### config.mk
export PLATFORM = sky130hd
export DESIGN_NAME = power_stage_cc_cv_regulator
export DESIGN_NICKNAME = d
export VERILOG_FILES = /design/src/design/pscc_pkg.sv /design/src/design/power_stage_cc_cv_regulator.sv
export VERILOG_INCLUDE_DIRS = /design/src /design/src/design
export SDC_FILE = /design/constraint.sdc
export NUM_CORES = 1
export LEC_CHECK = 0
export ABC_AREA = 0
export BUFFER_PORTS_ARGS = -buffer_cell sky130_fd_sc_hd__buf_2
export CAP_MARGIN = 20
export CORE_UTILIZATION = 43
export CTS_BUF_LIST = sky130_fd_sc_hd__clkbuf_16
export CTS_CLUSTER_DIAMETER = 60
export DETAILED_ROUTE_END_ITERATION = 16
export GPL_TIMING_DRIVEN = 1
export PLACE_DENSITY = 0.55
export SETUP_SLACK_MARGIN = 0.4
export SYNTH_ARGS = -nofsm -noshare
export SYNTH_HDL_FRONTEND = slang
export SYNTH_SLANG_ARGS = --single-unit
### constraint.sdc
create_clock -name clk -period 13.8 [get_ports clk]
set_clock_uncertainty 0.1 [all_clocks]
set_input_delay 1.38 -clock clk [delete_from_list [all_inputs] [get_ports clk]]
set_output_delay 1.38 -clock clk [all_outputs]
set_load 0.005 [all_outputs]
### src/design/power_stage_cc_cv_regulator_defines.svh
// Assertion macros for the CC/CV power stage regulator.
// Used by power_stage_cc_cv_regulator.sv; expects clk and arst_n in scope.
`ifndef POWER_STAGE_CC_CV_REGULATOR_DEFINES_SVH
`define POWER_STAGE_CC_CV_REGULATOR_DEFINES_SVH

// Same-cycle implication, checked on every rising edge outside reset.
`define PSCC_ASSERT_IMPL(name, ante, cons) \
	name: assert property (@(posedge clk) disable iff (!arst_n) (ante) |-> (cons)) \
		else $error("power stage regulator: same-cycle check failed");

// Next-cycle implication, checked on every rising edge outside reset.
`define PSCC_ASSERT_NEXT(name, ante, cons) \
	name: assert property (@(posedge clk) disable iff (!arst_n) (ante) |=> (cons)) \
		else $error("power stage regulator: next-cycle check failed");

`endif

### src/design/pscc_pkg.sv
// Shared constants and types for the CC/CV power stage regulator.
// No dependencies; referenced by scoped names from the regulator.
package pscc_pkg;

	// Default parameter values.
	localparam int ADC_BITS_DEF  = 12;
	localparam int TICK_BITS_DEF = 16;

	// Field and datapath widths.
	localparam int CFG_IDX_W   = 3;
	localparam int CFG_DATA_W  = 16;
	localparam int MV_W        = 16;
	localparam int TARGET_MA_W = 13;
	localparam int DAC_W       = 12;
	localparam int Q8_SHIFT    = 8;
	localparam int PROD_W      = TARGET_MA_W + MV_W;
	localparam int DIV_NUM_W   = PROD_W + 1;
	localparam int DIV_DEN_W   = 16;
	localparam int IMA_WIDE_W  = MV_W + 2;

	// Configuration register indexes.
	typedef enum logic [CFG_IDX_W-1:0] {
		REG_MODE           = 3'd0,
		REG_ON_TICKS       = 3'd1,
		REG_PERIOD_TICKS   = 3'd2,
		REG_CURRENT_TARGET = 3'd3,
		REG_VOLTAGE_TARGET = 3'd4,
		REG_ZERO_OUTPUT    = 3'd5,
		REG_DIVIDER_RATIO  = 3'd6,
		REG_CURRENT_OFFSET = 3'd7
	} reg_index_t;

	// Sensor scaling: full-scale millivolts and milliamps, and the Hall zero point.
	localparam logic [MV_W-1:0]              VOUT_FULL_MV = 16'd55000;
	localparam logic [MV_W-1:0]              CUR_FULL_MA  = 16'd35640;
	localparam logic signed [IMA_WIDE_W-1:0] CUR_ZERO_MA  = 18'sd27000;
	localparam logic signed [IMA_WIDE_W-1:0] IMA_SAT_MAX  = 18'sd32767;
	localparam logic signed [IMA_WIDE_W-1:0] IMA_SAT_MIN  = -18'sd32768;

	// Regulation limits.
	localparam logic signed [MV_W-1:0] FAULT_MA   = 16'sd6500;
	localparam logic signed [MV_W-1:0] CC_MIN_MA  = 16'sd100;
	localparam logic [MV_W-1:0]        SP_MIN_MV  = 16'd100;
	localparam logic [MV_W-1:0]        SP_MAX_MV  = 16'd40000;
	localparam logic [MV_W-1:0]        SP_FLOOR_MV = 16'd1000;
	localparam logic [DAC_W-1:0]       DAC_MAX    = 12'd3300;

	// Register reset values.
	localparam logic [MV_W-1:0] VOLT_TARGET_RST = 16'd1000;
	localparam logic [MV_W-1:0] ZERO_OUTPUT_RST = 16'd40000;
	localparam logic [MV_W-1:0] RATIO_RST       = 16'd3072;

endpackage

### src/design/power_stage_cc_cv_regulator.sv
// CC/CV power stage regulator: one result per tick item.
// Depends on pscc_pkg and power_stage_cc_cv_regulator_defines.svh.
//
//   channel | handshake               | payload
//   --------+-------------------------+------------------------------------------------
//   cfg     | cfg_write_en            | cfg_index, cfg_data
//   in      | in_valid / in_stall     | vout_sample, current_sample
//   out     | out_valid / out_stall   | output_enable, dac_mv, state_changed,
//           |                         | overcurrent_fault, measured_current_ma,
//           |                         | measured_voltage_mv
//
// A tick's result always passes the bit-serial sample multiplier; with regulation done, voltage mode
// adds the DAC division, and current mode above 100 mA first adds a target multiplication and a
// setpoint division, both divisions running on the shared 30-step restoring divider.
// The next tick is taken in the cycle after the result is loaded into the output register,
// even while that result is still stalled. Reset restores the register defaults and clears
// the timer, fault and DAC state at once, with no sweep.
`include "power_stage_cc_cv_regulator_defines.svh"

module power_stage_cc_cv_regulator #(
	parameter int ADC_BITS  = pscc_pkg::ADC_BITS_DEF,
	parameter int TICK_BITS = pscc_pkg::TICK_BITS_DEF
) (
	input  logic                                clk,
	input  logic                                arst_n,
	input  logic                                cfg_write_en,
	input  logic [pscc_pkg::CFG_IDX_W-1:0]      cfg_index,
	input  logic [pscc_pkg::CFG_DATA_W-1:0]     cfg_data,
	input  logic                                in_valid,
	output logic                                in_stall,
	input  logic [ADC_BITS-1:0]                 vout_sample,
	input  logic [ADC_BITS-1:0]                 current_sample,
	output logic                                out_valid,
	input  logic                                out_stall,
	output logic                                output_enable,
	output logic [pscc_pkg::DAC_W-1:0]          dac_mv,
	output logic                                state_changed,
	output logic                                overcurrent_fault,
	output logic signed [pscc_pkg::MV_W-1:0]    measured_current_ma,
	output logic [pscc_pkg::MV_W-1:0]           measured_voltage_mv
);

	localparam int MV_W      = pscc_pkg::MV_W;
	localparam int ACC_W     = ADC_BITS + MV_W;
	localparam int CMP_W     = (TICK_BITS > MV_W) ? TICK_BITS : MV_W;
	localparam int NUM_W     = pscc_pkg::DIV_NUM_W;
	localparam int DEN_W     = pscc_pkg::DIV_DEN_W;
	localparam int PROD_W    = pscc_pkg::PROD_W;
	localparam int TGT_W     = pscc_pkg::TARGET_MA_W;
	localparam int DAC_W     = pscc_pkg::DAC_W;
	localparam int WIDE_W    = pscc_pkg::IMA_WIDE_W;
	localparam int STEP_MAX  = (ADC_BITS > NUM_W) ? ADC_BITS : NUM_W;
	localparam int CNT_W     = $clog2(STEP_MAX);
	localparam logic [ACC_W-1:0] ROUND_HALF = ACC_W'(1) << (ADC_BITS - 1);

	typedef enum logic [3:0] {
		S_IDLE,
		S_MUL_ADC,
		S_SCALE,
		S_CHECK,
		S_MUL_SP,
		S_SP_PREP,
		S_DIV,
		S_SP_DONE,
		S_DAC_PREP,
		S_DAC_DONE,
		S_FINISH
	} state_t;

	// Configuration registers.
	logic             mode_q;
	logic [MV_W-1:0]  on_ticks_q;
	logic [MV_W-1:0]  period_ticks_q;
	logic [TGT_W-1:0] target_ma_q;
	logic [MV_W-1:0]  zero_out_q;
	logic [MV_W-1:0]  ratio_q;
	logic [MV_W-1:0]  offset_q;

	// Control and regulation state.
	state_t               state_q;
	logic [CNT_W-1:0]     cnt_q;
	logic [TICK_BITS-1:0] elapsed_q;
	logic                 fault_q;
	logic                 prev_fault_q;
	logic [MV_W-1:0]      setpoint_q;
	logic [DAC_W-1:0]     last_dac_q;
	logic                 enable_q;
	logic                 changed_q;
	logic                 div_dac_q;

	// Output register.
	logic                 out_valid_q;
	logic                 out_enable_q;
	logic [DAC_W-1:0]     out_dac_q;
	logic                 out_changed_q;
	logic                 out_fault_q;
	logic [MV_W-1:0]      out_ima_q;
	logic [MV_W-1:0]      out_vmv_q;

	// Serial datapath registers.
	logic [ADC_BITS-1:0]  vraw_q;
	logic [ADC_BITS-1:0]  iraw_q;
	logic [ACC_W-1:0]     acc_v_q;
	logic [ACC_W-1:0]     acc_i_q;
	logic [MV_W-1:0]      vmv_q;
	logic [MV_W-1:0]      ima_q;
	logic [TGT_W-1:0]     target_sh_q;
	logic [PROD_W-1:0]    prod_q;
	logic [NUM_W-1:0]     num_q;
	logic [DEN_W-1:0]     den_q;
	logic [DEN_W-1:0]     rem_q;

	// Combinational helpers.
	logic                     in_xfer;
	logic [TICK_BITS-1:0]     elapsed_eff;
	logic [TICK_BITS-1:0]     elapsed_inc;
	logic [TICK_BITS-1:0]     elapsed_next;
	logic                     enable_now;
	logic [ACC_W-1:0]         v_sum;
	logic [ACC_W-1:0]         i_sum;
	logic signed [WIDE_W-1:0] ima_wide;
	logic [MV_W-1:0]          ima_sat;
	logic                     over_now;
	logic                     cc_active;
	logic [DEN_W:0]           div_shift;
	logic [DEN_W+1:0]         div_diff;
	logic                     div_bit;
	logic [MV_W-1:0]          sp_clamped;
	logic [DEN_W-1:0]         ratio_eff;
	logic [DAC_W-1:0]         dac_sat;

	assign in_stall = (state_q != S_IDLE);
	assign in_xfer  = in_valid && !in_stall;

	// Period timer: restarted when the fault state has moved since the last tick.
	always_comb begin
		elapsed_eff  = (prev_fault_q != fault_q) ? '0 : elapsed_q;
		elapsed_inc  = elapsed_eff + TICK_BITS'(1);
		elapsed_next = (CMP_W'(elapsed_inc) > CMP_W'(period_ticks_q)) ? '0 : elapsed_inc;
		enable_now   = (CMP_W'(elapsed_eff) < CMP_W'(on_ticks_q)) && !fault_q;
	end

	// Rounded scaling of the accumulated products, offset removal and saturation.
	always_comb begin
		v_sum    = acc_v_q + ROUND_HALF;
		i_sum    = acc_i_q + ROUND_HALF;
		ima_wide = $signed({2'b00, i_sum[ACC_W-1 -: MV_W]}) - pscc_pkg::CUR_ZERO_MA
			- $signed({{2{offset_q[MV_W-1]}}, offset_q});
		if (ima_wide > pscc_pkg::IMA_SAT_MAX) begin
			ima_sat = {1'b0, {(MV_W-1){1'b1}}};
		end else if (ima_wide < pscc_pkg::IMA_SAT_MIN) begin
			ima_sat = {1'b1, {(MV_W-1){1'b0}}};
		end else begin
			ima_sat = ima_wide[MV_W-1:0];
		end
		over_now  = $signed(ima_q) > pscc_pkg::FAULT_MA;
		cc_active = $signed(ima_q) > pscc_pkg::CC_MIN_MA;
	end

	// One restoring division step, plus the clamps applied to the quotients.
	always_comb begin
		div_shift = {rem_q, num_q[NUM_W-1]};
		div_diff  = {1'b0, div_shift} - {2'b00, den_q};
		div_bit   = !div_diff[DEN_W+1];
		if (num_q > NUM_W'(pscc_pkg::SP_MAX_MV)) begin
			sp_clamped = pscc_pkg::SP_MAX_MV;
		end else if (num_q < NUM_W'(pscc_pkg::SP_MIN_MV)) begin
			sp_clamped = pscc_pkg::SP_MIN_MV;
		end else begin
			sp_clamped = num_q[MV_W-1:0];
		end
		dac_sat   = (num_q > NUM_W'(pscc_pkg::DAC_MAX)) ? pscc_pkg::DAC_MAX : num_q[DAC_W-1:0];
		ratio_eff = (ratio_q == '0) ? DEN_W'(1) : ratio_q;
	end

	// Configuration writes.
	always_ff @(posedge clk or negedge arst_n) begin
		if (!arst_n) begin
			mode_q         <= 1'b0;
			on_ticks_q     <= '0;
			period_ticks_q <= '0;
			target_ma_q    <= '0;
			zero_out_q     <= pscc_pkg::ZERO_OUTPUT_RST;
			ratio_q        <= pscc_pkg::RATIO_RST;
			offset_q       <= '0;
		end else if (cfg_write_en) begin
			case (cfg_index)
				pscc_pkg::REG_MODE:           mode_q         <= cfg_data[0];
				pscc_pkg::REG_ON_TICKS:       on_ticks_q     <= cfg_data;
				pscc_pkg::REG_PERIOD_TICKS:   period_ticks_q <= cfg_data;
				pscc_pkg::REG_CURRENT_TARGET: target_ma_q    <= cfg_data[TGT_W-1:0];
				pscc_pkg::REG_ZERO_OUTPUT:    zero_out_q     <= cfg_data;
				pscc_pkg::REG_DIVIDER_RATIO:  ratio_q        <= cfg_data;
				pscc_pkg::REG_CURRENT_OFFSET: offset_q       <= cfg_data;
				default: ;
			endcase
		end
	end

	// Sequencer: tick state, regulation state and the output register.
	always_ff @(posedge clk or negedge arst_n) begin
		if (!arst_n) begin
			state_q       <= S_IDLE;
			cnt_q         <= '0;
			elapsed_q     <= '0;
			fault_q       <= 1'b0;
			prev_fault_q  <= 1'b0;
			setpoint_q    <= pscc_pkg::VOLT_TARGET_RST;
			last_dac_q    <= '0;
			enable_q      <= 1'b0;
			changed_q     <= 1'b0;
			div_dac_q     <= 1'b0;
			out_valid_q   <= 1'b0;
			out_enable_q  <= 1'b0;
			out_dac_q     <= '0;
			out_changed_q <= 1'b0;
			out_fault_q   <= 1'b0;
			out_ima_q     <= '0;
			out_vmv_q     <= '0;
		end else begin
			if (out_valid_q && !out_stall) begin
				out_valid_q <= 1'b0;
			end
			case (state_q)
				S_IDLE: begin
					if (in_xfer) begin
						cnt_q        <= '0;
						prev_fault_q <= fault_q;
						changed_q    <= (prev_fault_q != fault_q);
						enable_q     <= enable_now;
						elapsed_q    <= elapsed_next;
						state_q      <= S_MUL_ADC;
					end
				end
				S_MUL_ADC: begin
					if (cnt_q == CNT_W'(ADC_BITS - 1)) begin
						cnt_q   <= '0;
						state_q <= S_SCALE;
					end else begin
						cnt_q <= cnt_q + CNT_W'(1);
					end
				end
				S_SCALE: begin
					state_q <= S_CHECK;
				end
				S_CHECK: begin
					if (over_now) begin
						fault_q <= 1'b1;
					end
					if (!enable_q || over_now) begin
						state_q <= S_FINISH;
					end else if (mode_q && cc_active) begin
						state_q <= S_MUL_SP;
					end else begin
						if (mode_q && (setpoint_q < pscc_pkg::SP_FLOOR_MV)) begin
							setpoint_q <= pscc_pkg::SP_FLOOR_MV;
						end
						state_q <= S_DAC_PREP;
					end
				end
				S_MUL_SP: begin
					if (cnt_q == CNT_W'(TGT_W - 1)) begin
						cnt_q   <= '0;
						state_q <= S_SP_PREP;
					end else begin
						cnt_q <= cnt_q + CNT_W'(1);
					end
				end
				S_SP_PREP: begin
					div_dac_q <= 1'b0;
					state_q   <= S_DIV;
				end
				S_DIV: begin
					if (cnt_q == CNT_W'(NUM_W - 1)) begin
						cnt_q   <= '0;
						state_q <= div_dac_q ? S_DAC_DONE : S_SP_DONE;
					end else begin
						cnt_q <= cnt_q + CNT_W'(1);
					end
				end
				S_SP_DONE: begin
					setpoint_q <= sp_clamped;
					state_q    <= S_DAC_PREP;
				end
				S_DAC_PREP: begin
					if (zero_out_q > setpoint_q) begin
						div_dac_q <= 1'b1;
						state_q   <= S_DIV;
					end else begin
						last_dac_q <= '0;
						state_q    <= S_FINISH;
					end
				end
				S_DAC_DONE: begin
					last_dac_q <= dac_sat;
					state_q    <= S_FINISH;
				end
				S_FINISH: begin
					// Load the result once the output register is free or being drained.
					if (!out_valid_q || !out_stall) begin
						out_valid_q   <= 1'b1;
						out_enable_q  <= enable_q;
						out_dac_q     <= last_dac_q;
						out_changed_q <= changed_q;
						out_fault_q   <= fault_q;
						out_ima_q     <= ima_q;
						out_vmv_q     <= vmv_q;
						state_q       <= S_IDLE;
					end
				end
				default: begin
					state_q <= S_IDLE;
				end
			endcase
			// A voltage target write also loads the working setpoint.
			if (cfg_write_en && (cfg_index == pscc_pkg::REG_VOLTAGE_TARGET)) begin
				setpoint_q <= cfg_data;
			end
		end
	end

	// Serial datapath: bit-serial multipliers and the restoring divider.
	always_ff @(posedge clk) begin
		case (state_q)
			S_IDLE: begin
				if (in_xfer) begin
					vraw_q  <= vout_sample;
					iraw_q  <= current_sample;
					acc_v_q <= '0;
					acc_i_q <= '0;
				end
			end
			S_MUL_ADC: begin
				// Most significant sample bit first: shift and conditionally add the scale.
				acc_v_q <= {acc_v_q[ACC_W-2:0], 1'b0}
					+ (vraw_q[ADC_BITS-1] ? ACC_W'(pscc_pkg::VOUT_FULL_MV) : '0);
				acc_i_q <= {acc_i_q[ACC_W-2:0], 1'b0}
					+ (iraw_q[ADC_BITS-1] ? ACC_W'(pscc_pkg::CUR_FULL_MA) : '0);
				vraw_q  <= {vraw_q[ADC_BITS-2:0], 1'b0};
				iraw_q  <= {iraw_q[ADC_BITS-2:0], 1'b0};
			end
			S_SCALE: begin
				vmv_q       <= v_sum[ACC_W-1 -: MV_W];
				ima_q       <= ima_sat;
				prod_q      <= '0;
				target_sh_q <= target_ma_q;
			end
			S_MUL_SP: begin
				prod_q      <= {prod_q[PROD_W-2:0], 1'b0}
					+ (target_sh_q[TGT_W-1] ? PROD_W'(vmv_q) : '0);
				target_sh_q <= {target_sh_q[TGT_W-2:0], 1'b0};
			end
			S_SP_PREP: begin
				// Target times voltage plus half the current, for a rounded quotient.
				num_q <= NUM_W'(prod_q) + NUM_W'(ima_q[MV_W-1:1]);
				den_q <= ima_q;
				rem_q <= '0;
			end
			S_DIV: begin
				rem_q <= div_bit ? div_diff[DEN_W-1:0] : div_shift[DEN_W-1:0];
				num_q <= {num_q[NUM_W-2:0], div_bit};
			end
			S_DAC_PREP: begin
				// Headroom in Q8 plus half the ratio, for a rounded quotient.
				num_q <= NUM_W'({zero_out_q - setpoint_q, {pscc_pkg::Q8_SHIFT{1'b0}}})
					+ NUM_W'(ratio_eff[DEN_W-1:1]);
				den_q <= ratio_eff;
				rem_q <= '0;
			end
			default: ;
		endcase
	end

	assign out_valid           = out_valid_q;
	assign output_enable       = out_enable_q;
	assign dac_mv              = out_dac_q;
	assign state_changed       = out_changed_q;
	assign overcurrent_fault   = out_fault_q;
	assign measured_current_ma = out_ima_q;
	assign measured_voltage_mv = out_vmv_q;

	// Checks on the sequencer and datapath.
	`PSCC_ASSERT_IMPL(a_dac_in_range, out_valid_q, out_dac_q <= pscc_pkg::DAC_MAX)
	`PSCC_ASSERT_NEXT(a_fault_sticky, fault_q, fault_q)
	`PSCC_ASSERT_IMPL(a_change_disables, out_valid_q && out_changed_q, !out_enable_q)
	`PSCC_ASSERT_IMPL(a_div_remainder, state_q == S_DIV, rem_q < den_q)

endmodule
==> flow_metrics.tcl <==
set metrics [dict create \
    vias 18200 \
    synth_fa_ha_area_frac 0.0777 \
    min_path_type "reg -> reg" \
    die-area_sq_um 57500 \
    drc_errors 0 \
    mappedNetlistArea_sq_um 24300 \
    post-route-util 0.493 \
    postRouteWirelength_mm 64.4 \
    min_period_over_period 0.363 \
    p_per_area_nw_per_um2 261 \
    synth_compound_area_frac 0.133 \
    io_pins 97 \
    yosysUniqueCellTypes 84 \
    p_leak_nw 11.4 \
    cts_setup_buffers 0 \
    grt_pass1_wl_mm 101 \
    fmax_mhz 199 \
    met2_usage 0.385 \
    relSlewSlack 0.308 \
    dpl_cell_area_sq_um 25500 \
    max-cap-violations 0 \
    synth_xor_xnor_area_share 0.0623 \
    synth_top_family_by_area "simple AND/OR/NAND/NOR gates" \
    fin_nets 2715 \
    die_x_um 240 \
    clkSlewWorstSetupHoldPaths_ns 0.06 \
    antennaDiodeCount 0 \
    drive_gt1_frac 0.139 \
    clock_sinks 410 \
    cts_tree "built" \
    synth_cells 2454 \
    ys_ff_latch 410 \
    timing.final.max_slew_violations 0 \
    postSynth.asyncResetShare 0.488 \
    synth_edf_count 210 \
    arrival_ns 5.21 \
    ys_warn_count 0 \
    synthSimpleGateAreaFrac 0.164 \
    total_power_mw 7.12 \
    cts_made_buffers 51 \
    period_needed_ns 5.02 \
    dpl.hpwl_mm 46.9 \
    critPathRequiredTime_ns 13.99 \
    ctsResizeCount 0 \
    met3_usage 0.0272 \
    synth.area.mux_share 0.0566 \
    worstSetupStartpointType "flop" \
    drt_iter0_drc 1236 \
    cts_hold_buf 0 \
    cts_buffer_depth 3 \
    gr-max-usage-layer "met2" \
    grt-ovfl-total 0 \
    clock_latency_ns 0.59 \
    die_h_um 240 \
    synth.avg_cell_area_sq_um 9.90 \
    setup_viol 0 \
    rsz0062_at_grt "false" \
    gp_congestion 0.866 \
    rows 86 \
    vdd_drop_max_uv 150 \
    ant_nets 0 \
    dr.pass1.iters 6 \
    area_growth_pct 12.3 \
    grt_pass1_vias 17900 \
    final_hold_viol_count 0 \
    io_buffers 96 \
    tns_ns 0 \
    via_per_inst 5.50 \
    dominantRegCellSynth "edfxtp_1" \
    wl_per_cell_um 19.4 \
    core_area_sq_um 55400 \
    grt_max_degree 75 \
    syn_nets 2648 \
    outcome "finished clean" \
    grt_usage 0.227 \
    ys_seq_area_frac 0.466 \
    crit_type "reg -> reg" \
    design_area_sq_um 27300 \
    cts_root_buf "clkbuf_16" \
    tightest_slew_ns 1.03 \
    cts_htree_levels 2 \
    grtUsageMet1 0.296 \
    path_max_fanout 15 \
    initial_utilization 0.439 \
    cp-end-kind "flop" \
    antenna_found_initial 4 \
]
## critical path, cell delays in order (launching register included)
cell,delay (ns)
edfxtp_1,0.45
ha_1,0.28
nand3_1,0.21
xnor2_1,0.31
ha_1,0.24
o21ai_0,0.12
a21oi_1,0.16
o21ai_0,0.17
a21oi_1,0.20
o21ai_1,0.07
mux2i_1,0.17
xor2_1,0.19
ha_1,0.31
a21o_1,0.20
a21o_1,0.17
inv_1,0.08
nand4_1,0.23
nor3b_1,0.28
o22ai_1,0.11
a21oi_2,0.45
o21ai_0,0.21
## cell usage after synthesis, types with 16 or more instances
cell type    n  area share
or3_1       22      0.0057
clkbuf_1    81       0.013
mux2i_1     16      0.0066
o21a_1      27      0.0083
ha_1       139       0.072
edfxtp_1   210        0.26
o21ai_0    139       0.029
xor2_1      69       0.025
a21oi_1    105       0.022
dfrtp_1    187        0.19
nand2b_1    23      0.0059
nand3_1     54       0.011
nor2_1     209       0.032
nand4_1     31      0.0080
nand2_1    334       0.052
xnor2_1    104       0.037
inv_1      145       0.022
a21o_1      40       0.012
nor3_1      41      0.0084
and2_1      42       0.011
a211oi_1    23      0.0071
mux2_2     108       0.050
nor2b_1     28      0.0072
## metal layers
layer / share of wire / wire [um]
met1: 0.44 / 28500
met2: 0.48 / 31200
met5: 0 / 0
met4: 0.033 / 2110
met3: 0.039 / 2540
## cell type report
| cell class | count | area [sq um] |
|---|---|---|
| inverter | 145 | 544 |
| multi-input combinational | 1795 | 12100 |
| clock buffer | 56 | 1400 |
| timing repair buffer | 118 | 654 |
| clock inverter | 39 | 370 |
| tap | 748 | 936 |
| sequential | 410 | 11300 |
| fill | 5193 | 28100 |
## flip-flops by register name, indices dropped and copies added (netlist names), 25 cells and up
| name | flops |
|---|---|
| acc_i_q | 25 |
| acc_v_q | 25 |
| num_q | 30 |
| prod_q | 29 |
## worst paths after layout
path	from	to	slack (ns)	cells after the start
min in group asynchronous	arst_n	measured_current_ma[13]	0.72	1
worst max-delay path	acc_i_q[11]	ima_q[11]	8.78	20
max in group asynchronous	arst_n	enable_q	10.67	3
worst min register to register	measured_current_ma[15]	measured_current_ma[15]	0.37	2
worst min-delay path	measured_current_ma[15]	measured_current_ma[15]	0.37	2
worst max register to register	acc_i_q[11]	ima_q[11]	8.78	20
## per-stage QoR
step                setup WS (ns)  hold WS (ns)  cells
finish                       8.78         0.370   3311
floorplan                    9.11         0.346   2454
global route                 8.16         0.390   3311
global placement             9.01         0.360   3216
CTS                          8.76         0.377   3311
detailed placement           8.80         0.364   3216
## cells by family after synthesis
| family | after synthesis |
|---|---|
| and+or+nand+nor | 856 |
| AOI/OAI and AO/OA | 495 |
| DFF | 410 |
| buffers and inverters | 249 |
| xor gates and xnor gates | 173 |
| adders and majority gates | 147 |
| muxes | 124 |
## where the power goes
part / switching, mW / total, mW / internal (mW)
combinational: 1.99 / 3.32 / 1.34
clock: 0.533 / 1.39 / 0.859
sequential: 0.432 / 2.40 / 1.97
## placed cells by master (no fill, tap or decap), types with 22 or more instances in the layout
| cell type | count |
|---|---|
| a21oi_1 | 105 |
| nand4_1 | 31 |
| clkbuf_16 | 56 |
| nor2b_1 | 28 |
| ha_1 | 139 |
| o21a_1 | 27 |
| nand2_1 | 332 |
| edfxtp_1 | 210 |
| nand3_1 | 54 |
| inv_1 | 151 |
| nor3_1 | 35 |
| buf_4 | 22 |
| nand2b_1 | 22 |
| xor2_1 | 69 |
| mux2_2 | 108 |
| a21o_1 | 40 |
| xnor2_1 | 104 |
| nor2_1 | 207 |
| o21ai_0 | 137 |
| dfrtp_1 | 187 |
| buf_2 | 95 |
| a211oi_1 | 23 |
| and2_1 | 42 |
No activity file was read; power rests on OpenSTA's default activity.
